--- src/hdl/irpt_pkg.sv ---
package irpt_pkg;

	// Function codes of a request
	localparam logic [1:0] FUNC_LOAD  = 2'd0;
	localparam logic [1:0] FUNC_START = 2'd1;
	localparam logic [1:0] FUNC_TICK  = 2'd2;

	localparam logic [7:0] HALF_PERIOD_RESET = 8'd12;

	typedef struct packed {
		logic [1:0]  func;
		logic [6:0]  entry_index;
		logic [15:0] entry_duration;
	} irpt_item_t;

	typedef struct packed {
		logic ir_level;
		logic busy_res;
		logic done_res;
	} irpt_result_t;

endpackage

--- src/hdl/irpt_store.sv ---
// Pulse duration store: one write port, two registered read ports.
// A write in the same cycle as a read of that entry is forwarded.
module irpt_store #(
	parameter int unsigned DEPTH = 128,
	parameter int unsigned AW    = 7
) (
	input  logic          clk,
	input  logic          arst_n,
	input  logic          we,
	input  logic [AW-1:0] waddr,
	input  logic [15:0]   wdata,
	input  logic [AW-1:0] raddr_a,
	input  logic [AW-1:0] raddr_b,
	output logic [15:0]   rdata_a,
	output logic [15:0]   rdata_b
);

	logic [15:0] mem [DEPTH];
	logic [15:0] rd_a_q;
	logic [15:0] rd_b_q;

	// Write port
	always_ff @(posedge clk) begin
		if (we) begin
			mem[waddr] <= wdata;
		end
	end

	// Read ports, write-first on address match
	always_ff @(posedge clk) begin
		rd_a_q <= (we && waddr == raddr_a) ? wdata : mem[raddr_a];
		rd_b_q <= (we && waddr == raddr_b) ? wdata : mem[raddr_b];
	end

	assign rdata_a = rd_a_q;
	assign rdata_b = rd_b_q;

	a_fwd_a: assert property (@(posedge clk) disable iff (!arst_n)
		(we && waddr == raddr_a) |=> (rdata_a == $past(wdata)))
		else $error("store: read port A missed a forwarded write");

	a_fwd_b: assert property (@(posedge clk) disable iff (!arst_n)
		(we && waddr == raddr_b) |=> (rdata_b == $past(wdata)))
		else $error("store: read port B missed a forwarded write");

	a_wr_known: assert property (@(posedge clk) disable iff (!arst_n)
		we |-> (!$isunknown(waddr) && !$isunknown(wdata)))
		else $error("store: write with unknown address or data");

endmodule

--- src/hdl/irpt_engine.sv ---
// Playback engine: carrier and interval counters, position, status flags.
// The store is addressed with the next position so that the entries for
// the current and the following position are ready when a tick arrives.
module irpt_engine #(
	parameter int unsigned MAX_PULSES = 128,
	parameter int unsigned AW         = 7,
	parameter int unsigned PW         = 8
) (
	input  logic                  clk,
	input  logic                  arst_n,
	input  logic                  accept,
	input  irpt_pkg::irpt_item_t  item,
	input  logic                  cfg_we,
	input  logic [7:0]            cfg_wdata,
	input  logic [15:0]           dur_cur,
	input  logic [15:0]           dur_nxt,
	output logic                  st_we,
	output logic [AW-1:0]         st_waddr,
	output logic [15:0]           st_wdata,
	output logic [AW-1:0]         st_raddr_a,
	output logic [AW-1:0]         st_raddr_b,
	output logic                  res_valid,
	output irpt_pkg::irpt_result_t res
);

	logic [PW-1:0] pos_q, pos_n;
	logic [PW:0]   pos_inc;
	logic [15:0]   ivl_q, ivl_n;
	logic [7:0]    car_cnt_q, car_cnt_n;
	logic          car_lvl_q, car_lvl_n;
	logic          gate_q, gate_n;
	logic          play_q, play_n;
	logic          fin_q, fin_n;
	logic [7:0]    half_q;
	logic          is_tick;
	logic [PW:0]   pos_adv;

	// Carrier half period register
	always_ff @(posedge clk or negedge arst_n) begin
		if (!arst_n) begin
			half_q <= irpt_pkg::HALF_PERIOD_RESET;
		end else if (cfg_we) begin
			half_q <= cfg_wdata;
		end
	end

	// Load path to the store
	assign st_we    = accept && item.func == irpt_pkg::FUNC_LOAD
		&& 32'(item.entry_index) < 32'(MAX_PULSES);
	assign st_waddr = AW'(item.entry_index);
	assign st_wdata = item.entry_duration;

	assign is_tick = accept && item.func == irpt_pkg::FUNC_TICK && play_q;
	assign pos_adv = {1'b0, pos_q} + (PW+1)'(1);

	// Next state
	always_comb begin
		pos_n     = pos_q;
		ivl_n     = ivl_q;
		car_cnt_n = car_cnt_q;
		car_lvl_n = car_lvl_q;
		gate_n    = gate_q;
		play_n    = play_q;
		fin_n     = fin_q;
		if (accept) begin
			unique case (item.func)
				irpt_pkg::FUNC_START: begin
					pos_n  = '0;
					ivl_n  = '0;
					fin_n  = 1'b0;
					play_n = 1'b1;
					gate_n = 1'b1;
				end
				irpt_pkg::FUNC_TICK: begin
					if (is_tick) begin
						if (gate_q) begin
							if (car_cnt_q == half_q) begin
								car_cnt_n = '0;
								car_lvl_n = ~car_lvl_q;
							end else begin
								car_cnt_n = car_cnt_q + 8'd1;
							end
						end
						if (32'(pos_q) < 32'(MAX_PULSES) && ivl_q == dur_cur) begin
							ivl_n  = '0;
							gate_n = ~gate_q;
							pos_n  = PW'(pos_adv);
							if (32'(pos_adv) >= 32'(MAX_PULSES) || dur_nxt == 16'd0) begin
								play_n = 1'b0;
								gate_n = 1'b0;
								fin_n  = 1'b1;
							end
						end else begin
							ivl_n = ivl_q + 16'd1;
						end
					end
				end
				default: begin
				end
			endcase
		end
	end

	// Read addresses for the coming cycle; out-of-range slots are never used
	assign pos_inc    = {1'b0, pos_n} + (PW+1)'(1);
	assign st_raddr_a = (32'(pos_n) < 32'(MAX_PULSES)) ? AW'(pos_n) : '0;
	assign st_raddr_b = (32'(pos_inc) < 32'(MAX_PULSES)) ? AW'(pos_inc) : '0;

	always_ff @(posedge clk or negedge arst_n) begin
		if (!arst_n) begin
			pos_q     <= '0;
			ivl_q     <= '0;
			car_cnt_q <= '0;
			car_lvl_q <= 1'b0;
			gate_q    <= 1'b0;
			play_q    <= 1'b0;
			fin_q     <= 1'b0;
		end else begin
			pos_q     <= pos_n;
			ivl_q     <= ivl_n;
			car_cnt_q <= car_cnt_n;
			car_lvl_q <= car_lvl_n;
			gate_q    <= gate_n;
			play_q    <= play_n;
			fin_q     <= fin_n;
		end
	end

	// One result per request, showing the state after it
	assign res_valid    = accept;
	assign res.ir_level = gate_n & car_lvl_n;
	assign res.busy_res = play_n;
	assign res.done_res = fin_n;

	a_gate_play: assert property (@(posedge clk) disable iff (!arst_n)
		gate_q |-> play_q)
		else $error("engine: carrier gated on while not playing");

	a_play_fin: assert property (@(posedge clk) disable iff (!arst_n)
		!(play_q && fin_q))
		else $error("engine: playing and finished together");

	a_fin_tick: assert property (@(posedge clk) disable iff (!arst_n)
		$rose(fin_q) |-> $past(is_tick))
		else $error("engine: playback ended without a tick");

	a_pos_range: assert property (@(posedge clk) disable iff (!arst_n)
		32'(pos_q) <= 32'(MAX_PULSES))
		else $error("engine: position beyond the store");

endmodule

--- src/hdl/irpt_outq.sv ---
// Result register with a skid stage; stalls requests only when both are full.
module irpt_outq (
	input  logic                   clk,
	input  logic                   arst_n,
	input  logic                   in_valid,
	input  irpt_pkg::irpt_result_t in_data,
	output logic                   full,
	output logic                   out_valid,
	input  logic                   out_stall,
	output irpt_pkg::irpt_result_t out_data
);

	logic                   main_v_q;
	logic                   skid_v_q;
	irpt_pkg::irpt_result_t main_q;
	irpt_pkg::irpt_result_t skid_q;
	logic                   main_free;

	assign main_free = !main_v_q || !out_stall;

	// Valid bits
	always_ff @(posedge clk or negedge arst_n) begin
		if (!arst_n) begin
			main_v_q <= 1'b0;
			skid_v_q <= 1'b0;
		end else if (main_free) begin
			main_v_q <= skid_v_q || in_valid;
			skid_v_q <= 1'b0;
		end else if (in_valid) begin
			skid_v_q <= 1'b1;
		end
	end

	// Payload
	always_ff @(posedge clk) begin
		if (main_free) begin
			main_q <= skid_v_q ? skid_q : in_data;
		end else if (in_valid) begin
			skid_q <= in_data;
		end
	end

	assign full      = skid_v_q;
	assign out_valid = main_v_q;
	assign out_data  = main_q;

	a_skid_main: assert property (@(posedge clk) disable iff (!arst_n)
		skid_v_q |-> main_v_q)
		else $error("outq: skid holds a result while the main stage is empty");

	a_no_overrun: assert property (@(posedge clk) disable iff (!arst_n)
		!(in_valid && skid_v_q))
		else $error("outq: result arrived while full");

	a_hold: assert property (@(posedge clk) disable iff (!arst_n)
		(out_valid && out_stall) |=> (out_valid && $stable(out_data)))
		else $error("outq: stalled result changed");

endmodule

--- src/hdl/ir_pulse_train_transmitter.sv ---
// Channel   | valid      | stall      | payload
// request   | req_valid  | req_stall  | req (func, entry_index, entry_duration)
// result    | rsp_valid  | rsp_stall  | rsp (ir_level, busy_res, done_res)
// config    | cfg_we     | -          | cfg_wdata (carrier half period)
//
// One request per cycle while req_stall is low; its result is registered in the result register or its skid stage.
// The store is read each cycle at the next position and its successor, so a
// tick finds both durations ready; loads are forwarded into those reads.
// arst_n clears all control state; the store holds garbage until loaded.
// req_stall rises only when the result register and its skid stage are full.
module ir_pulse_train_transmitter #(
	parameter int unsigned MAX_PULSES = 128
) (
	input  logic                   clk,
	input  logic                   arst_n,
	input  logic                   req_valid,
	output logic                   req_stall,
	input  irpt_pkg::irpt_item_t   req,
	output logic                   rsp_valid,
	input  logic                   rsp_stall,
	output irpt_pkg::irpt_result_t rsp,
	input  logic                   cfg_we,
	input  logic [7:0]             cfg_wdata
);

	localparam int unsigned AW = $clog2(MAX_PULSES);
	localparam int unsigned PW = $clog2(MAX_PULSES + 1);

	logic                   accept;
	logic                   st_we;
	logic [AW-1:0]          st_waddr;
	logic [15:0]            st_wdata;
	logic [AW-1:0]          st_raddr_a;
	logic [AW-1:0]          st_raddr_b;
	logic [15:0]            dur_cur;
	logic [15:0]            dur_nxt;
	logic                   res_valid;
	irpt_pkg::irpt_result_t res;

	assign accept = req_valid && !req_stall;

	irpt_store #(
		.DEPTH(MAX_PULSES),
		.AW   (AW)
	) u_store (
		.clk    (clk),
		.arst_n (arst_n),
		.we     (st_we),
		.waddr  (st_waddr),
		.wdata  (st_wdata),
		.raddr_a(st_raddr_a),
		.raddr_b(st_raddr_b),
		.rdata_a(dur_cur),
		.rdata_b(dur_nxt)
	);

	irpt_engine #(
		.MAX_PULSES(MAX_PULSES),
		.AW        (AW),
		.PW        (PW)
	) u_engine (
		.clk       (clk),
		.arst_n    (arst_n),
		.accept    (accept),
		.item      (req),
		.cfg_we    (cfg_we),
		.cfg_wdata (cfg_wdata),
		.dur_cur   (dur_cur),
		.dur_nxt   (dur_nxt),
		.st_we     (st_we),
		.st_waddr  (st_waddr),
		.st_wdata  (st_wdata),
		.st_raddr_a(st_raddr_a),
		.st_raddr_b(st_raddr_b),
		.res_valid (res_valid),
		.res       (res)
	);

	irpt_outq u_outq (
		.clk      (clk),
		.arst_n   (arst_n),
		.in_valid (res_valid),
		.in_data  (res),
		.full     (req_stall),
		.out_valid(rsp_valid),
		.out_stall(rsp_stall),
		.out_data (rsp)
	);

endmodule
--- config.mk ---
export PLATFORM = sky130hd
export DESIGN_NAME = ir_pulse_train_transmitter
export DESIGN_NICKNAME = d
export VERILOG_FILES = /design/src/hdl/irpt_pkg.sv /design/src/hdl/irpt_store.sv /design/src/hdl/irpt_engine.sv /design/src/hdl/irpt_outq.sv /design/src/hdl/ir_pulse_train_transmitter.sv
export SDC_FILE = /design/constraint.sdc
export NUM_CORES = 2
export LEC_CHECK = 0
export ABC_AREA = 1
export ABC_CLOCK_PERIOD_IN_PS = 10290
export CAP_MARGIN = 20
export CELL_PAD_IN_SITES_DETAIL_PLACEMENT = 0
export CELL_PAD_IN_SITES_GLOBAL_PLACEMENT = 1
export CORE_MARGIN = 4
export CORE_UTILIZATION = 40
export CTS_CLUSTER_SIZE = 30
export DETAILED_ROUTE_END_ITERATION = 8
export DONT_BUFFER_PORTS = 1
export PLACE_DENSITY = 0.69
export SETUP_SLACK_MARGIN = 0.02
export SLEW_MARGIN = 25
export SYNTH_ARGS = -nofsm -noshare
export SYNTH_HDL_FRONTEND = slang
export SYNTH_HIERARCHICAL = 1
export SYNTH_SLANG_ARGS = --single-unit
--- constraint.sdc ---
create_clock -name clk -period 10.29 [get_ports clk]
set_clock_uncertainty 0.05 [all_clocks]
set_input_delay 1.5435 -clock clk [delete_from_list [all_inputs] [get_ports clk]]
set_output_delay 1.5435 -clock clk [all_outputs]
set_load 0.02 [all_outputs]
==> flow_metrics.tcl <==
set metrics [dict create \
    status "finished clean" \
    yosysSeqAreaShare_pct 59.15 \
    core_area_um2 265300 \
    io_pins 43 \
    wl_met2_mm 186.7 \
    seq_area_um2 63150 \
    start_kind "flip-flop" \
    cpPeakStageDelay_ps 850 \
    dpl.hpwl_mm 219.5 \
    holdBufCountCts 0 \
    timing.final.crit_share_pct 63.15 \
    wirelength_mm 425.6 \
    p_leak_nw 42.20 \
    grt_start_max_net_pins 184 \
    fmax_ghz 0.1539 \
    synth_common_cells "4295 x nand2_1, 4056 x nand3_1, 2054 x edfxtp_1" \
    dieHeight_um 524.5 \
    ys_seq_elements 2114 \
    cts-root-buf "clkbuf_16" \
    synth-edff-count 2054 \
    synth_nets 11880 \
    vias_per_cell 6.097 \
    worst_pin_slew_ps 1186 \
    wl_met1_mm 170.3 \
    multi_input_area_um2 38630 \
    yosysTopAreaCell "edfxtp_1" \
    wl_per_cell_um 28.19 \
    synth_cell_types 49 \
    dr_wl_met3_mm 46.74 \
    yosys_warnings 6 \
    slowest_stage "buf_4" \
    vias 92060 \
    final_max_slew_viol_count 0 \
    cpMostUsedCell "nand3_1" \
    crit_arrival_ps 7220 \
    ctsLongestPathBuffers 3 \
    ys.flop_type "edfxtp_1" \
    row_count 189 \
    drt-pass1-iter-count 8 \
    relSlewSlack_pct 20.92 \
    required_ps 11020 \
    nFillCells 25220 \
    initial_core_util_pct 40.21 \
    min_path_type "input port to asynchronous set/reset pin" \
    synthTopCellsByArea "edfxtp_1 58%, nand3_1 19%, nand2_1 15%, buf_2 2.4%, dfrtp_1 1.0%" \
    clkTransAtPathRegs_ps 60 \
    highest_layer "met5" \
    nets 11390 \
    synth_most_common_cell "nand2_1" \
    postSynth.asyncResetShare_pct 2.176 \
    cts_tree "built" \
    maxCapViolCount 0 \
    setup_viol 0 \
    area_delta_synth_final_pct 9.084 \
    drive_above_1_share_pct 6.500 \
    die_w_um 524.5 \
    power_density_nw_per_um2 156.2 \
    htreeDepth 4 \
    path_class "flip-flop to flip-flop" \
    fin_tns_setup_ps 0 \
    cts_setup_buffers 0 \
    track_usage_pct 29.72 \
    peakVddDrop_mv 0.1456 \
    post_cts_resize_count 0 \
    syn_inst 11840 \
    synth_top_cell_area_share_pct 57.81 \
    hold-worst-slack_ps 292.4 \
    power.total_mw 18.18 \
    syn_area_per_cell_um2 9.015 \
    dpl.cell_count 14640 \
    grt_overflow 0 \
    gp_congestion 0.9194 \
    clk_latency_ps 920 \
    clock_sinks 2114 \
    min_period_ps 6499 \
    drcViolationCount 0 \
    rsz0062_at_grt "no" \
    ant_nets 0 \
    first_global_vias 86790 \
    netlist_area_um2 106700 \
    fin_cells 15100 \
    die_area_um2 275100 \
    end_kind "flip-flop" \
    drt_iter0_drc 12000 \
    port_buffers 0 \
    grt_pass1_wl_mm 608.6 \
    cts_buffers 232 \
    hold_violations 0 \
    antenna_found_initial 13 \
    worst-path-max-fanout 139 \
]
layer usage:
| metal | vias to the layer above | GRT usage [%] |
|---|---|---|
| met5 | - | 0 |
| met4 | 2 | 14.52 |
| met3 | 1036 | 6.477 |
| met2 | 5768 | 44.75 |
| met1 | 45150 | 40.71 |
| li1 | 40100 | - |
sequential cells by signal, summed over array words and instances, names as in the netlist, 3 cells and up, named ones only:
register            count
u_engine/pos_q          8
u_store/mem          2048
u_outq/out_data         3
u_engine/ivl_q         16
u_outq/skid_q           3
u_engine/half_q         8
u_engine/car_cnt_q      8
final cells by class:
| type | instances | share of cell area, % |
|---|---|---|
| Timing Repair Buffer | 208 | 1.692 |
| Sequential cell | 2114 | 54.26 |
| Antenna cell | 12 | 0.02580 |
| Inverter | 117 | 0.4419 |
| Multi-Input combinational cell | 8671 | 33.20 |
| Clock inverter | 160 | 1.351 |
| Clock buffer | 283 | 5.231 |
| Tap cell | 3533 | 3.798 |
power by group:
part	internal (mW)	total [mW]	leakage [nW]	switching (mW)
clock	4.81	8.46	3.75	3.65
combinational	0.0524	0.212	19.3	0.159
sequential	9.47	9.51	19.2	0.0397
path summary, 6_finish.rpt:
check                                                     from                             end  slack [ps]  depth (start not counted)
worst max-delay path                                 flip-flop                       flip-flop        3790                         28
worst min-delay path                                    arst_n         u_outq/full$_DFFE_PN0P_         290                          0
worst max register to register                       flip-flop                       flip-flop        3790                         28
worst min register to register  u_engine/half_q[3]$_DFFE_PN1P_  u_engine/half_q[3]$_DFFE_PN1P_         450                          2
max in group asynchronous                               arst_n  u_engine/half_q[3]$_DFFE_PN1P_        9660                          0
min in group clk                u_engine/half_q[3]$_DFFE_PN1P_  u_engine/half_q[3]$_DFFE_PN1P_         450                          2
through the flow:
step | instance area [um^2] | util, % | worst slack (ps)
after floorplan | 106700 | - | 6610
after global placement | 108700 | 40.95 | 4012
after detailed placement | 108700 | 40.95 | 4089
after CTS | 116300 | 43.84 | 4053
after global routing | 116400 | 43.86 | 3507
final | 116400 | 43.86 | 3791
cells in the final DEF, fill, tap and decap left out, drive strengths merged:
master / n
clkinvlp: 4
xor2: 8
dfstp: 2
a22oi: 1
buf: 208
nand4: 9
edfxtp: 2054
nor4: 6
ha: 7
nand3: 4060
diode: 12
nor2: 195
a2bb2oi: 1
o211ai: 1
a21oi: 14
o41ai: 1
xnor2: 5
dfrtp: 44
o22ai: 2
o21a: 1
nand2: 4303
or4: 1
and2: 1
a2111oi: 1
nor3: 18
inv: 121
a221oi: 3
o21ai: 26
or2: 2
nor3b: 2
a21o: 1
nand3b: 2
dfxtp: 14
bufinv: 24
clkbuf: 283
clkinv: 128
critical path, delay by kind of cell, from the launching register on:
kind | cells | cell delay [ps]
fa+ha+maj | 1 | 220
simple gates | 22 | 3440
buf+inv | 4 | 1800
flops | 1 | 560
xor+xnor | 1 | 130
logic make-up (layout without fill, tap and decap cells):
logic type      count (synthesis)  after routing  synth area share (%)
simple gates                 8599           8599                 35.28
compound gates                 52             52                0.2873
xor+xnor                       13             13                0.1067
fa+ha+maj                       7              7               0.08209
other cells                     0             12                     0
buf+inv                      1050            768                 5.086
flops                        2114           2114                 59.15
Note: power is estimated with default switching activity, not from simulation.
